==> config.mk <==
export PLATFORM = sky130hd
export DESIGN_NAME = spool_motion_heater_supervisor_flat
export DESIGN_NICKNAME = d
export VERILOG_FILES = /design/src/hw/rtl/smhs_pkg.sv /design/src/hw/rtl/smhs_evt_if.sv /design/src/hw/rtl/smhs_res_if.sv /design/src/hw/rtl/smhs_core.sv /design/src/hw/rtl/spool_motion_heater_supervisor.sv /design/src/flat_wrapper.sv
export SDC_FILE = /design/constraint.sdc
export NUM_CORES = 1
export LEC_CHECK = 0
export BUFFER_PORTS_ARGS = -buffer_cell sky130_fd_sc_hd__buf_4
export CAP_MARGIN = 40
export CELL_PAD_IN_SITES_DETAIL_PLACEMENT = 0
export CELL_PAD_IN_SITES_GLOBAL_PLACEMENT = 2
export CORE_ASPECT_RATIO = 1.2
export CORE_UTILIZATION = 40
export CTS_CLUSTER_DIAMETER = 200
export DETAILED_ROUTE_END_ITERATION = 8
export PLACE_DENSITY = 0.85
export SETUP_SLACK_MARGIN = 0.05
export SKIP_CTS_REPAIR_TIMING = 1
export SLEW_MARGIN = 20
export SYNTH_ARGS = -nofsm -noshare
export SYNTH_HDL_FRONTEND = slang
export SYNTH_SLANG_ARGS = --single-unit
==> constraint.sdc <==
create_clock -name clk -period 13.91 [get_ports clk]
set_input_delay 0.6955 -clock clk [delete_from_list [all_inputs] [get_ports clk]]
set_output_delay 0.6955 -clock clk [all_outputs]
set_load 0.01 [all_outputs]
==> src/hw/rtl/smhs_pkg.sv <==
// Shared types, codes and constants of the spool motion heater supervisor.
package smhs_pkg;

	// Default width of the wrapping millisecond time base
	localparam int TIME_BITS_DEF = 32;

	// Field widths fixed by the register map and the event format
	localparam int NOW_W     = 32;
	localparam int COUNT_W   = 32;
	localparam int MODE_W    = 2;
	localparam int IDLE_W    = 10;
	localparam int GAP_W     = 16;
	localparam int PULSES_W  = 8;
	localparam int CFG_IDX_W = 3;
	localparam int CFG_DAT_W = 16;

	// Idle limit in ms: 1023 minutes * 60000 fits in 26 bits
	localparam int LIMIT_W = 26;

	localparam int unsigned MS_PER_MINUTE  = 60000;
	localparam int unsigned SAVE_PERIOD_MS = 600000;

	// Register reset values
	localparam logic [MODE_W-1:0]   MODE_RST         = 2'd0;
	localparam logic [IDLE_W-1:0]   IDLE_MINUTES_RST = 10'd30;
	localparam logic [GAP_W-1:0]    MIN_GAP_RST      = 16'd5;
	localparam logic [GAP_W-1:0]    MAX_GAP_RST      = 16'd500;
	localparam logic [PULSES_W-1:0] START_PULSES_RST = 8'd10;

	typedef enum logic [1:0] {
		OP_EDGE    = 2'd0,
		OP_POLL    = 2'd1,
		OP_RESTART = 2'd2,
		OP_CLEAR   = 2'd3
	} op_t;

	typedef enum logic [MODE_W-1:0] {
		MODE_OFF        = 2'd0,
		MODE_AUTO_START = 2'd1,
		MODE_AUTO_STOP  = 2'd2,
		MODE_BOTH       = 2'd3
	} mode_t;

	typedef enum logic [CFG_IDX_W-1:0] {
		REG_MODE         = 3'd0,
		REG_IDLE_MINUTES = 3'd1,
		REG_MIN_GAP      = 3'd2,
		REG_MAX_GAP      = 3'd3,
		REG_START_PULSES = 3'd4
	} reg_idx_t;

	typedef struct packed {
		mode_t                mode;
		logic [LIMIT_W-1:0]   idle_limit;
		logic [GAP_W-1:0]     min_gap;
		logic [GAP_W-1:0]     max_gap;
		logic [PULSES_W-1:0]  start_pulses;
	} cfg_t;

	typedef struct packed {
		op_t              op;
		logic [NOW_W-1:0] now_ms;
		logic             heater_running;
		logic             lid_raised;
	} item_t;

	typedef struct packed {
		logic               start_heater;
		logic               stop_heater;
		logic               save_request;
		logic [COUNT_W-1:0] turn_pulses;
	} result_t;

endpackage

==> src/hw/rtl/smhs_evt_if.sv <==
// Event channel: valid/ready handshake carrying one timestamped event.
interface smhs_evt_if;
	logic                          valid;
	logic                          ready;
	logic [1:0]                    op;
	logic [smhs_pkg::NOW_W-1:0]    now_ms;
	logic                          heater_running;
	logic                          lid_raised;

	modport source (output valid, output op, output now_ms, output heater_running,
		output lid_raised, input ready);
	modport sink (input valid, input op, input now_ms, input heater_running,
		input lid_raised, output ready);
endinterface

==> src/hw/rtl/smhs_res_if.sv <==
// Result channel: valid/ready handshake carrying one supervisor result.
interface smhs_res_if;
	logic                          valid;
	logic                          ready;
	logic                          start_heater;
	logic                          stop_heater;
	logic                          save_request;
	logic [smhs_pkg::COUNT_W-1:0]  turn_pulses;

	modport source (output valid, output start_heater, output stop_heater,
		output save_request, output turn_pulses, input ready);
	modport sink (input valid, input start_heater, input stop_heater,
		input save_request, input turn_pulses, output ready);
endinterface

==> src/hw/rtl/smhs_core.sv <==
// Supervisor state and the single-pass event step that updates it.
module smhs_core #(
	parameter int TIME_BITS = smhs_pkg::TIME_BITS_DEF
) (
	input  logic              clk,
	input  logic              arst_n,
	input  logic              fire,
	input  smhs_pkg::item_t   item,
	input  smhs_pkg::cfg_t    cfg,
	input  logic              mode_wr,
	output smhs_pkg::result_t result
);

	localparam int CMP_W = (TIME_BITS > smhs_pkg::LIMIT_W) ? TIME_BITS : smhs_pkg::LIMIT_W;

	logic [smhs_pkg::COUNT_W-1:0]  pulse_total_q, pulse_total_n;
	logic [smhs_pkg::COUNT_W-1:0]  pulse_at_poll_q, pulse_at_poll_n;
	logic [TIME_BITS-1:0]          last_edge_q, last_edge_n;
	logic [smhs_pkg::PULSES_W-1:0] burst_q, burst_n;
	logic                          armed_q, armed_n;
	logic                          prev_heater_q, prev_heater_n;
	logic [TIME_BITS-1:0]          idle_since_q, idle_since_n;
	logic [TIME_BITS-1:0]          last_save_q, last_save_n;

	logic [TIME_BITS+smhs_pkg::NOW_W-1:0] now_wide;
	logic [TIME_BITS-1:0]          now_t;
	logic [TIME_BITS-1:0]          edge_d, idle_d, save_d;
	logic [smhs_pkg::PULSES_W-1:0] burst_inc;
	logic                          edge_ok, edge_close, poll_reset;
	logic                          start_en, stop_en;

	assign now_wide   = {{TIME_BITS{1'b0}}, item.now_ms};
	assign now_t      = now_wide[TIME_BITS-1:0];
	assign edge_d     = now_t - last_edge_q;
	assign idle_d     = now_t - idle_since_q;
	assign save_d     = now_t - last_save_q;
	assign burst_inc  = burst_q + 1'b1;
	assign edge_ok    = CMP_W'(edge_d) >= CMP_W'(cfg.min_gap);
	assign edge_close = CMP_W'(edge_d) <= CMP_W'(cfg.max_gap);
	assign poll_reset = (prev_heater_q != item.heater_running) || item.lid_raised;
	assign start_en   = (cfg.mode == smhs_pkg::MODE_AUTO_START)
		|| (cfg.mode == smhs_pkg::MODE_BOTH);
	assign stop_en    = (cfg.mode == smhs_pkg::MODE_AUTO_STOP)
		|| (cfg.mode == smhs_pkg::MODE_BOTH);

	always_comb begin
		pulse_total_n   = pulse_total_q;
		pulse_at_poll_n = pulse_at_poll_q;
		last_edge_n     = last_edge_q;
		burst_n         = burst_q;
		armed_n         = armed_q;
		prev_heater_n   = prev_heater_q;
		idle_since_n    = idle_since_q;
		last_save_n     = last_save_q;
		result          = '0;
		case (item.op)
			smhs_pkg::OP_EDGE: begin
				if (edge_ok) begin
					last_edge_n   = now_t;
					pulse_total_n = pulse_total_q + 1'b1;
					if (edge_close) begin
						if (burst_inc >= cfg.start_pulses) begin
							armed_n = 1'b1;
							burst_n = '0;
						end else begin
							burst_n = burst_inc;
						end
					end else begin
						burst_n = '0;
					end
				end
			end
			smhs_pkg::OP_POLL: begin
				if (poll_reset) begin
					burst_n = '0;
					armed_n = 1'b0;
				end
				prev_heater_n = item.heater_running;
				if (!item.heater_running) begin
					if (start_en) begin
						result.start_heater = armed_n && !item.lid_raised;
						idle_since_n        = now_t;
					end
				end else if (stop_en) begin
					if (pulse_total_q == pulse_at_poll_q) begin
						result.stop_heater = CMP_W'(cfg.idle_limit) <= CMP_W'(idle_d);
					end else begin
						idle_since_n = now_t;
					end
				end
				pulse_at_poll_n = pulse_total_q;
				if (CMP_W'(save_d) > CMP_W'(smhs_pkg::SAVE_PERIOD_MS)) begin
					result.save_request = 1'b1;
					last_save_n         = now_t;
				end
			end
			smhs_pkg::OP_RESTART: begin
				idle_since_n = now_t;
			end
			smhs_pkg::OP_CLEAR: begin
				pulse_total_n = '0;
			end
			default: begin
				pulse_total_n = pulse_total_q;
			end
		endcase
		result.turn_pulses = pulse_total_n;
	end

	always_ff @(posedge clk or negedge arst_n) begin
		if (!arst_n) begin
			pulse_total_q   <= '0;
			pulse_at_poll_q <= '0;
			last_edge_q     <= '0;
			burst_q         <= '0;
			armed_q         <= 1'b0;
			prev_heater_q   <= 1'b0;
			idle_since_q    <= '0;
			last_save_q     <= '0;
		end else if (mode_wr) begin
			burst_q <= '0;
			armed_q <= 1'b0;
		end else if (fire) begin
			pulse_total_q   <= pulse_total_n;
			pulse_at_poll_q <= pulse_at_poll_n;
			last_edge_q     <= last_edge_n;
			burst_q         <= burst_n;
			armed_q         <= armed_n;
			prev_heater_q   <= prev_heater_n;
			idle_since_q    <= idle_since_n;
			last_save_q     <= last_save_n;
		end
	end

endmodule

==> src/hw/rtl/spool_motion_heater_supervisor.sv <==
// Spool motion heater supervisor: top level with handshake, registers and checks.
// An accepted event is registered in the input stage, then its result in res_q.
// Throughput: one event per cycle unless the result channel stalls; each state update
// is a single pass of compares and adds, so events may follow back to back.
// Reset: arst_n clears all supervisor state and loads register defaults
// (mode 0, 30 idle minutes, 5 ms min gap, 500 ms max gap, 10 start pulses).
module spool_motion_heater_supervisor #(
	parameter int TIME_BITS = smhs_pkg::TIME_BITS_DEF
) (
	input  logic                              clk,
	input  logic                              arst_n,
	smhs_evt_if.sink                          evt,
	smhs_res_if.source                        res,
	input  logic                              cfg_wen,
	input  logic [smhs_pkg::CFG_IDX_W-1:0]    cfg_idx,
	input  logic [smhs_pkg::CFG_DAT_W-1:0]    cfg_data
);

	// Configuration registers; the idle limit is held already scaled to ms
	smhs_pkg::cfg_t              cfg_q;
	logic [smhs_pkg::LIMIT_W-1:0] idle_limit_wr;
	logic                        mode_wr;

	// Input stage and result register
	logic                        s1_valid_q;
	smhs_pkg::item_t             item_s1;
	logic                        res_valid_q;
	smhs_pkg::result_t           res_q;
	smhs_pkg::result_t           step_res;
	logic                        adv;

	// Scale minutes to ms at write time, keeping the multiply off the event path
	assign idle_limit_wr = smhs_pkg::LIMIT_W'(cfg_data[smhs_pkg::IDLE_W-1:0])
		* smhs_pkg::LIMIT_W'(smhs_pkg::MS_PER_MINUTE);
	assign mode_wr = cfg_wen && (cfg_idx == smhs_pkg::REG_MODE);

	always_ff @(posedge clk or negedge arst_n) begin
		if (!arst_n) begin
			cfg_q.mode         <= smhs_pkg::mode_t'(smhs_pkg::MODE_RST);
			cfg_q.idle_limit   <= smhs_pkg::LIMIT_W'(smhs_pkg::IDLE_MINUTES_RST)
				* smhs_pkg::LIMIT_W'(smhs_pkg::MS_PER_MINUTE);
			cfg_q.min_gap      <= smhs_pkg::MIN_GAP_RST;
			cfg_q.max_gap      <= smhs_pkg::MAX_GAP_RST;
			cfg_q.start_pulses <= smhs_pkg::START_PULSES_RST;
		end else if (cfg_wen) begin
			case (cfg_idx)
				smhs_pkg::REG_MODE:
					cfg_q.mode <= smhs_pkg::mode_t'(cfg_data[smhs_pkg::MODE_W-1:0]);
				smhs_pkg::REG_IDLE_MINUTES: cfg_q.idle_limit <= idle_limit_wr;
				smhs_pkg::REG_MIN_GAP:      cfg_q.min_gap    <= cfg_data[smhs_pkg::GAP_W-1:0];
				smhs_pkg::REG_MAX_GAP:      cfg_q.max_gap    <= cfg_data[smhs_pkg::GAP_W-1:0];
				smhs_pkg::REG_START_PULSES:
					cfg_q.start_pulses <= cfg_data[smhs_pkg::PULSES_W-1:0];
				default: begin
					// drop writes to unmapped indexes
				end
			endcase
		end
	end

	// Advance the held event into the result register whenever that register is free
	// or its transaction completes this cycle; the input stage refills in the same cycle.
	assign adv       = s1_valid_q && (!res_valid_q || res.ready);
	assign evt.ready = !s1_valid_q || !res_valid_q || res.ready;

	always_ff @(posedge clk or negedge arst_n) begin
		if (!arst_n) begin
			s1_valid_q <= 1'b0;
		end else if (evt.ready) begin
			s1_valid_q <= evt.valid;
		end
	end

	always_ff @(posedge clk) begin
		if (evt.ready && evt.valid) begin
			item_s1.op             <= smhs_pkg::op_t'(evt.op);
			item_s1.now_ms         <= evt.now_ms;
			item_s1.heater_running <= evt.heater_running;
			item_s1.lid_raised     <= evt.lid_raised;
		end
	end

	// State update happens as the event leaves the input stage
	smhs_core #(
		.TIME_BITS (TIME_BITS)
	) u_core (
		.clk     (clk),
		.arst_n  (arst_n),
		.fire    (adv),
		.item    (item_s1),
		.cfg     (cfg_q),
		.mode_wr (mode_wr),
		.result  (step_res)
	);

	always_ff @(posedge clk or negedge arst_n) begin
		if (!arst_n) begin
			res_valid_q <= 1'b0;
		end else if (adv) begin
			res_valid_q <= 1'b1;
		end else if (res.ready) begin
			res_valid_q <= 1'b0;
		end
	end

	always_ff @(posedge clk) begin
		if (adv) begin
			res_q <= step_res;
		end
	end

	assign res.valid        = res_valid_q;
	assign res.start_heater = res_q.start_heater;
	assign res.stop_heater  = res_q.stop_heater;
	assign res.save_request = res_q.save_request;
	assign res.turn_pulses  = res_q.turn_pulses;

	// Commands only ever come from a poll
	assert property (@(posedge clk) disable iff (!arst_n)
		adv && (item_s1.op != smhs_pkg::OP_POLL) |=>
		!res.start_heater && !res.stop_heater && !res.save_request)
		else $error("command raised by a non-poll transaction");

	// Start and stop depend on opposite heater states
	assert property (@(posedge clk) disable iff (!arst_n)
		res.valid |-> !(res.start_heater && res.stop_heater))
		else $error("start and stop commanded together");

	// Input is held off only while both stages are full and the output stalls
	assert property (@(posedge clk) disable iff (!arst_n)
		!evt.ready |-> s1_valid_q && res_valid_q && !res.ready)
		else $error("event channel stalled without back-pressure");

	// A clear leaves the count at zero
	assert property (@(posedge clk) disable iff (!arst_n)
		adv && (item_s1.op == smhs_pkg::OP_CLEAR) |=> res.turn_pulses == '0)
		else $error("turn count not cleared");

endmodule

==> src/flat_wrapper.sv <==
// flat-port wrapper written by rule: the top's interface ports become plain ports
module spool_motion_heater_supervisor_flat 
#(
	parameter int TIME_BITS = smhs_pkg::TIME_BITS_DEF
)
  (clk, arst_n, cfg_wen, cfg_idx, cfg_data, evt_valid, evt_op, evt_now_ms, evt_heater_running, evt_lid_raised, evt_ready, res_valid, res_start_heater, res_stop_heater, res_save_request, res_turn_pulses, res_ready);
  smhs_evt_if evt_i ();
  smhs_res_if res_i ();
  input  logic clk;
  input  logic arst_n;
  input  logic cfg_wen;
  input  logic [smhs_pkg::CFG_IDX_W-1:0] cfg_idx;
  input  logic [smhs_pkg::CFG_DAT_W-1:0] cfg_data;
  input wire logic [$bits(evt_i.valid)-1:0] evt_valid;
  input wire logic [$bits(evt_i.op)-1:0] evt_op;
  input wire logic [$bits(evt_i.now_ms)-1:0] evt_now_ms;
  input wire logic [$bits(evt_i.heater_running)-1:0] evt_heater_running;
  input wire logic [$bits(evt_i.lid_raised)-1:0] evt_lid_raised;
  output wire logic [$bits(evt_i.ready)-1:0] evt_ready;
  output wire logic [$bits(res_i.valid)-1:0] res_valid;
  output wire logic [$bits(res_i.start_heater)-1:0] res_start_heater;
  output wire logic [$bits(res_i.stop_heater)-1:0] res_stop_heater;
  output wire logic [$bits(res_i.save_request)-1:0] res_save_request;
  output wire logic [$bits(res_i.turn_pulses)-1:0] res_turn_pulses;
  input wire logic [$bits(res_i.ready)-1:0] res_ready;
  assign evt_i.valid = evt_valid;
  assign evt_i.op = evt_op;
  assign evt_i.now_ms = evt_now_ms;
  assign evt_i.heater_running = evt_heater_running;
  assign evt_i.lid_raised = evt_lid_raised;
  assign evt_ready = evt_i.ready;
  assign res_valid = res_i.valid;
  assign res_start_heater = res_i.start_heater;
  assign res_stop_heater = res_i.stop_heater;
  assign res_save_request = res_i.save_request;
  assign res_turn_pulses = res_i.turn_pulses;
  assign res_i.ready = res_ready;
  spool_motion_heater_supervisor #(.TIME_BITS(TIME_BITS)) u_core (.clk(clk), .arst_n(arst_n), .evt(evt_i), .res(res_i), .cfg_wen(cfg_wen), .cfg_idx(cfg_idx), .cfg_data(cfg_data));
endmodule
# Word-level counts from Yosys, hierarchy flattened
# Cells that the tools add are included.
# Widths: inputs -> output; s select.
[totals] register_bits=306 output_inout_bits=37
[classes] n_bitwise=3 multipliers=1 n_lt_le_gt_ge=5 muxes=25 n_eq_ne=19 reduce_logical=33 addsub=5
[op_table] op="$mux 32" count=5
[op_table] op="$pmux 32 s2" count=2
[op_table] op="$sub 32x32->32" count=3
[op_table] op="$mux 8" count=6
[op_table] op="$add 32x1->32 const B" count=1
[op_table] op="$eq 32x32->1" count=1
[op_table] op="$ge 32x16->1" count=1
[op_table] op="$gt 32x20->1 const B" count=1
[op_table] op="$le 26x32->1" count=1
[op_table] op="$le 32x16->1" count=1
[op_table] op="$mul 10x11->21 const B" count=1
[op_table] op="$ne 3x3->1 const B" count=6
[op_table] op="$pmux 8 s2" count=1
[op_table] op="$reduce_and 4->1" count=4
[op_table] op="$reduce_and 2->1" count=6
[op_table] op="$mux 1" count=10
[op_table] op="$add 8x1->8 const B" count=1
[op_table] op="$eq 2x2->1 const B" count=4
[op_table] op="$ge 8x8->1" count=1
[op_table] op="$eq 3x2->1 const B" count=2
[op_table] op="$logic_or 1x1->1" count=6
[op_table] op="$reduce_and 6->1" count=1
[op_table] op="$reduce_bool 2->1" count=3
[op_table] op="$reduce_and 5->1" count=1
[op_table] op="14 further kinds" count=22

# Longest topological paths before layout
# Gate-level depths: netlist (run 1).
[depth] depth_word=8 ltp_mapped=24 mapped_depth_nobuf=24

# Hierarchy
# A second synthesis (run 1) with hierarchy kept.
[hier_totals] cells_unflattened=2345 hier_area_um2=22549.1
[by_module_without_submodules] mod="smhs_core" n_inst=1 area_each_um2=15518.6 cells_per_inst=1824 seq_area_each_um2=4254.1
[by_module_without_submodules] mod="spool_motion_heater_supervisor" n_inst=1 area_each_um2=7030.5 cells_per_inst=521 seq_area_each_um2=3784.9

# Worst setup path after synthesis (run 1)
# OpenSTA, ideal clock, no wires.
[synth_timing] path_kind="input to register" startpoint="in cfg_data[8] (netlist bit)" endpoint="reg u_core.cfg_q[65] (netlist bit)" n_path_buf=0 arrival_time_ns=5.267 required_time_ns=13.779 slack_ns=8.513 stages=17 setup_time_ns=0.131 cell_sequence="inv_1 > ha_1 > fa_1 > fa_1 > fa_1 > inv_1 > fa_1 > ha_1 > nand2_1 > o21ai_0 > o41ai_1 > o21ai_0 > o31a_1 > or4_1 > a31oi_1 > xnor2_1 > o21ai_1"
[synth_between] elab_chain_cells=1
[synth_rtl] item="from (decl)" line="flat_wrapper.sv:13" text="input logic [smhs_pkg::CFG_DAT_W-1:0] cfg_data;"
[synth_rtl] item="$mul 10x11->21" line="spool_motion_heater_supervisor.sv:34" text="* smhs_pkg::LIMIT_W'(smhs_pkg::MS_PER_MINUTE);"
[synth_rtl] item="to (decl)" line="spool_motion_heater_supervisor.sv:20" text="smhs_pkg::cfg_t cfg_q;"
# No other way between the ends.
# A chain may end at the register's enable or synchronous reset.

# Worst setup path after layout (run 1)
[layout_timing] startpoint="reg u_core.item_s1[7] (netlist bit)" endpoint="reg u_core.res_q, in the netlist u_core.res.stop_heater (data pin)"
[layout_between] elab_chain_cells=2
[layout_rtl] item="from (decl)" line="spool_motion_heater_supervisor.sv:26" text="smhs_pkg::item_t item_s1;"
[layout_rtl] item="$sub 32x32->32" line="smhs_core.sv:35" text="assign idle_d = now_t - idle_since_q;"
[layout_rtl] item="$le 26x32->1" line="smhs_core.sv:86" text="result.stop_heater = CMP_W'(cfg.idle_limit) <= CMP_W'(idle_d);"
[layout_rtl] item="to (signal assigned)" line="spool_motion_heater_supervisor.sv:108" text="res_q <= step_res;"
[layout_rtl] item="to (decl)" line="spool_motion_heater_supervisor.sv:28" text="smhs_pkg::result_t res_q;"
# No other way between the ends.

==> metrics.txt, run 1 <==
outcome complete, no violations; crit-path max FO 6; die width 219 um; DR vias approximately 17k; Slew headroom 33.6%; clock insertion delay at the later pin of the skew report 0.57 ns; top_reg_cell synth dfrtp_1; MaxCap Viol Count 0; # setup viols final 0; DRT met1 WL 26300 um; DP HPWL around 45000 um; Worst Skew 0.0324 ns; commonest non-fill, non-tap cell in the layout ha_1; setup_tns 0 ns; global-route wire length before repair 95700 um; peak supply drop ~0.13 mV; wire length per cell about 19 um; final net count roughly 2.7k; Post-synth EDFFs 71; Top Ports 97; Core Region 55200 um2; Rows 94; Syn Nets 2662; vias in the first global route 17.3k; Die H 262 um; most frequent cells in the layout 229 x ha_1, 221 x inv_1, 221 x nand2_1; H-tree depth 2; GRT Resource Usage Total 21.2%; drt total wl 59700 um; Crit Path Class reg -> reg; met3 wire len 1950 um; Inserted Clock Buffers 38; initial core utilization 40.8%; register area share after synthesis 35.7%; Antenna Nets Post-Route 0; Syn Area/Cell 9.62 um2; number of remaining DRC errors 0; storage element area 8040 um2; LEAKAGE 11.5 nW; RePlAce Congestion 0.851; worst path required time 14.19 ns; worst slew pin tran 0.996 ns; RSZ-0062 raised after global routing no; synthesized instance count between 2k and 2.5k; Startpoint Class register; CTS Sinks a little over 300; clock-pin slew on the worst setup and hold paths approximately 0.060 ns; Placed Instance Area 23800 um2; antenna violations before repair 1; router iterations before antenna repair 5; Synth top area share 23.8%; worst hold-check path type in -> async; ys async rst share between 70% and 80%; Synth Warn # 0; fin crit period 5.70 ns; Hold Fails Final Rpt 0; CP Capture Type register; Via density between 5 and 6; Area contributors post-synth dfrtp_1 24%, ha_1 13%, edfxtp_1 9.5%; Tcrit/Tclk final 41.0%; distinct cell type count after synthesis 113; die footprint 57200 um2; cell taking the most area after synthesis dfrtp_1; share of cells above drive strength 1 14.3%; FMAX 175 MHz; Fillers 5275; multi-input logic area roughly 13000 um2; fin area 25100 um2; Crit path arrival time about 6 ns; cell area after synthesis between 20000 and 25000 um2; PwrDens ~170 nW/um2; First DRT Iteration DRCs 1035; top routing layer in use met4; area growth from synthesis to layout 11.7%; Finished Core Util 45.6%; Pins Over Slew Limit 0; Routed met2 length between 30000 and 40000 um; Clock Path Buffers 3; Seq cells post-synth 306; IO buf count 96; total congestion overflow 0; CTS root buf clkbuf_16; Pwr Total roughly 0.0043 W; CTS tree built; largest net degree at the start of global routing around 130
cell usage after synthesis (all sizes together) (11+ instances only):
| cell | count |
|---|---|
| ha | 229 |
| nand2 | 224 |
| inv | 221 |
| dfrtp | 214 |
| o21ai | 170 |
| nor2 | 125 |
| a21oi | 123 |
| mux2 | 115 |
| edfxtp | 71 |
| nand3 | 71 |
| clkbuf | 64 |
| xnor2 | 60 |
| xor2 | 60 |
| a21o | 54 |
| fa | 34 |
| o211ai | 31 |
| nor3 | 30 |
| nand2b | 29 |
| nand4 | 28 |
| mux2i | 22 |
| buf | 21 |
| dfstp | 21 |
| or2 | 21 |
| or3 | 21 |
| nor4 | 20 |
| o21a | 20 |
| a31oi | 19 |
| and3 | 19 |
| a211oi | 16 |
| or4 | 16 |
| nor2b | 15 |
| o21bai | 14 |
| o31ai | 13 |
| and2 | 11 |
state kept, by name, summed over array words and instances (netlist names), 8 cells and up:
register / count
u_core.item_s1: 36
u_core.cfg_q: 63
u_core.u_core.pulse_total_q: 32
u_core.res.turn_pulses: 32
u_core.u_core.last_edge_q: 32
u_core.u_core.pulse_at_poll_q: 32
u_core.u_core.last_save_q: 32
u_core.u_core.burst_q: 8
u_core.u_core.idle_since_q: 32
worst max-delay path, cell delays in order (launching register included):
cell       delay [ns]
edfxtp_1         0.55
ha_1             0.40
a21o_1           0.23
or3_1            0.33
o311a_1          0.34
o41ai_1          0.59
a31oi_1          0.25
a311oi_1         0.43
o21bai_1         0.11
a21oi_1          0.18
xor2_1           0.09
ha_1             0.29
nand2_1          0.05
or4_1            0.49
nor2_1           0.19
a21oi_1          0.10
o21ai_0          0.22
nand3_1          0.13
a2111oi_0        0.31
a31oi_1          0.14
stage by stage:
| step | std cells | worst slack (ns) | hold WS (ns) |
|---|---|---|---|
| after floorplan | 2339 | 8.51 | 0.400 |
| after global placement | 3081 | 7.93 | 0.465 |
| after detailed placement | 3084 | 7.93 | 0.475 |
| after CTS | 3154 | 8.22 | 0.253 |
| after global routing | 3155 | 7.75 | 0.281 |
| final | 3156 | 8.21 | 0.207 |
where the power goes:
part           switching, W  internal, W  total, W
sequential         0.000152      0.00112   0.00128
clock              0.000411     0.000620   0.00103
combinational       0.00116     0.000856   0.00202
total               0.00172      0.00260   0.00433
final timing paths:
check | from | to | slack (ns) | depth (start not counted)
worst max register to register | u_core.item_s1[7] | u_core.res.stop_heater | 8.21 | 19
max in group asynchronous | arst_n | u_core.cfg_q[9] | 12.44 | 2
min in group clk | evt_lid_raised | u_core.item_s1[0] | 0.30 | 1
worst min register to register | u_core.u_core.last_save_q[12] | u_core.u_core.last_save_q[12] | 0.48 | 1
worst max-delay path | u_core.item_s1[7] | u_core.res.stop_heater | 8.21 | 19
worst min-delay path | arst_n | u_core.u_core.last_save_q[31] | 0.21 | 1
area by class of cell:
cell class | instances | share of cell area, %
Antenna cell | 2 | 0.0199
Clock buffer | 53 | 4.29
Clock inverter | 17 | 0.876
Inverter | 222 | 3.32
Multi-Input combinational cell | 1724 | 52.4
Sequential cell | 306 | 32.0
Tap cell | 720 | 3.58
Timing Repair Buffer | 112 | 3.50
logic make-up (layout without fill, tap and decap cells):
logic type	after synthesis	after routing	share of synthesized area (%)
compound gates	550	550	16.1
xor+xnor	120	120	4.67
fa+ha+maj	263	263	15.8
buf+inv	309	404	5.84
flops	306	306	35.7
mux	137	137	7.27
other cells	0	2	0
simple gates	654	654	14.6
routing by layer:
metal  track usage, %  vias up
li1                 -     8476
met1             27.0     8364
met2             37.6      322
met3             2.38       85
met4             6.55        0
met5                0        -
(Power assumes the default switching activity.)
==> run 2: changes to the inputs <==
--- a/config.mk
+++ b/config.mk
@@ -10,10 +10,10 @@
 export CELL_PAD_IN_SITES_DETAIL_PLACEMENT = 0
 export CELL_PAD_IN_SITES_GLOBAL_PLACEMENT = 2
 export CORE_ASPECT_RATIO = 1.2
-export CORE_UTILIZATION = 40
+export CORE_UTILIZATION = 37
 export CTS_CLUSTER_DIAMETER = 200
 export DETAILED_ROUTE_END_ITERATION = 8
-export PLACE_DENSITY = 0.85
+export PLACE_DENSITY = 0.83
 export SETUP_SLACK_MARGIN = 0.05
 export SKIP_CTS_REPAIR_TIMING = 1
 export SLEW_MARGIN = 20
==> constraint.sdc (replaced) <==
create_clock -name clk -period 5.2 [get_ports clk]
set_input_delay 0.26 -clock clk [delete_from_list [all_inputs] [get_ports clk]]
set_output_delay 0.26 -clock clk [all_outputs]
set_load 0.01 [all_outputs]
==> run 2 against run 1 <==
- clock skew is 0.0051 ns higher
- worst hold slack worse by 0.20 ns
- via count is 1.8% higher
- sequential power grew to 2.7 times the previous value
- critical path type unchanged
- largest cell class unchanged
==> metrics.txt, run 2 (synthesis results as in run 1) <==
RePlAce Congestion 0.852; RSZ-0062 raised after global routing yes; MaxCap Viol Count 0; share of cells above drive strength 1 16.0%; H-tree depth 2; Crit path arrival time 5.34 ns; IO buf count 96; hold path depth 3; Placed Instance Area about 24000 um2; worst reg2reg path endpoint u_core.res.stop_heater; diode count 0; total congestion overflow 0; First DRT Iteration DRCs ~1.0k; CTS root buf clkbuf_16; crit-path max FO 4; Crit Path Class reg -> reg; FF-to-FF Start u_core.item_s1[7]; LEAKAGE 11.9 nW; Reg with most FFs u_core.cfg_q; Top Ports 97; Pins Over Slew Limit 0; peak supply drop 0.225 mV; antenna violations before repair 1; die width roughly 230 um; die footprint 61800 um2; setup_tns 0 ns; Core Region 59800 um2; # setup viols final 0; Largest stage delay, worst path 0.45 ns; fin area 26100 um2; HP Start cfg_data[3]; CTS Sinks around 310; Via density around 5.3; wire length per cell 18.4 um; Die H 272 um; largest net degree at the start of global routing approximately 120; most frequent cells in the layout 228 x ha_1, 222 x nand2_1, 219 x inv_1; vias in the first global route between 15k and 20k; Worst Skew about 0.038 ns; Fillers 5824; worst hold-check path type in -> reg; Hold Fails Final Rpt 0; CTS tree built; PwrDens 446 nW/um2; Clock Path Buffers 3; area growth from synthesis to layout 15.9%; number of remaining DRC errors 0; critical-path cell list ha_4 -> a21o_1 -> or3_4 -> o311a_4 -> o41ai_4 -> buf_4 -> o21bai_1 -> a21o_1 -> a21oi_2 -> o21bai_4 -> nor4_4 -> a311oi_2 -> ha_1 -> nand4_1 -> or4_4 -> o21ai_2 -> a21oi_2 -> o21ai_2 -> nand3_2 -> a2111oi_4 -> a31oi_1; fin crit period between 5 and 6 ns; final net count about 2.8k; worst slew pin tran 0.851 ns; initial core utilization between 30% and 40%; GRT Resource Usage Total 20.1%; Worst path slowest cell or4_4; global-route wire length before repair just under 100000 um; DP HPWL 46000 um; Inserted Clock Buffers 38; clock insertion delay at the later pin of the skew report between 0.5 and 0.6 ns; largest registers u_core.cfg_q (63), u_core.item_s1 (36); R2R Setup Slk between 0.15 and 0.2 ns; Largest register FFs 63; Pwr Total 0.0116 W; Antenna Nets Post-Route 0; worst path required time 5.52 ns; DR vias 17.6k; Slew headroom a little over two fifths; FMAX roughly 200 MHz; Hold Path End u_core.cfg_q[3]; cells on worst reg2reg path 21; Tcrit/Tclk final 96.5%; router iterations before antenna repair 5; commonest non-fill, non-tap cell in the layout ha_1; Rows 98; worst hold slack 0.00882 ns; CP Capture Type register; drt total wl 61200 um; clock-pin slew on the worst setup and hold paths 0.06 ns; Startpoint Class register; outcome complete, no violations
-- run 2: where the power goes --
group / total (W) / leakage [nW] / internal, W / switching (W)
Clock: 0.00262 / 0.589 / 0.00150 / 0.00113
Combinational: 0.00560 / 7.75 / 0.00242 / 0.00318
Sequential: 0.00341 / 3.57 / 0.00301 / 0.000398
Total: 0.0116 / 11.9 / 0.00693 / 0.00470
-- run 2: final cells by class --
class	count	area [um2]	share of cell area, %
multi-input cells	1724	13300	51.0
flip-flops and latches	306	8040	30.8
repair buffers	198	1680	6.42
clock buffers	50	1020	3.89
well taps	800	1000	3.84
inverters	222	833	3.19
clock inverters	20	209	0.801
-- run 2: per-stage QoR --
step | util, % | instances | worst slack, ns
finish | 43.6 | 3320 | 0.180
global route | 43.6 | 3320 | -0.0950
CTS | 42.5 | 3266 | 0.0344
detailed placement | 40.4 | 3196 | 0.0541
global placement | 40.4 | 3194 | 0.0446
floorplan | - | 2339 | 0.238
-- run 2: worst max-delay path: cells and delay by family (launching register included) --
family          cells  cell delay [ns]
simple gates        5             1.32
fa+ha+maj           2             0.62
buf+inv             1             0.17
compound gates     13             2.25
flops               1             0.43
-- run 2: metal layers --
layer | up-vias | global-route usage (%) | share of wire, % | routed length, um
li1 | 8620 | - | - | -
met1 | 8539 | 23.8 | 42 | 25500
met2 | 287 | 35.8 | 51 | 31300
met3 | 112 | 3.15 | 3.3 | 2050
met4 | 2 | 8.07 | 3.8 | 2350
met5 | - | 0 | 0.021 | 13
-- run 2: worst max-delay path by stage --
stage	to	startpoint	cells after the start	slack, ns
2_1_floorplan	u_core.cfg_q[65]	cfg_data[8]	17	0.24
3_3_place_gp	u_core.cfg_q[65]	cfg_data[8]	18	0.04
3_5_place_dp	u_core.cfg_q[65]	cfg_data[8]	18	0.05
4_1_cts	u_core.res.stop_heater	u_core.item_s1[2]	24	0.03
5_1_grt	u_core.res.stop_heater	u_core.item_s1[7]	21	-0.1
6_report	u_core.res.stop_heater	u_core.item_s1[7]	21	0.18
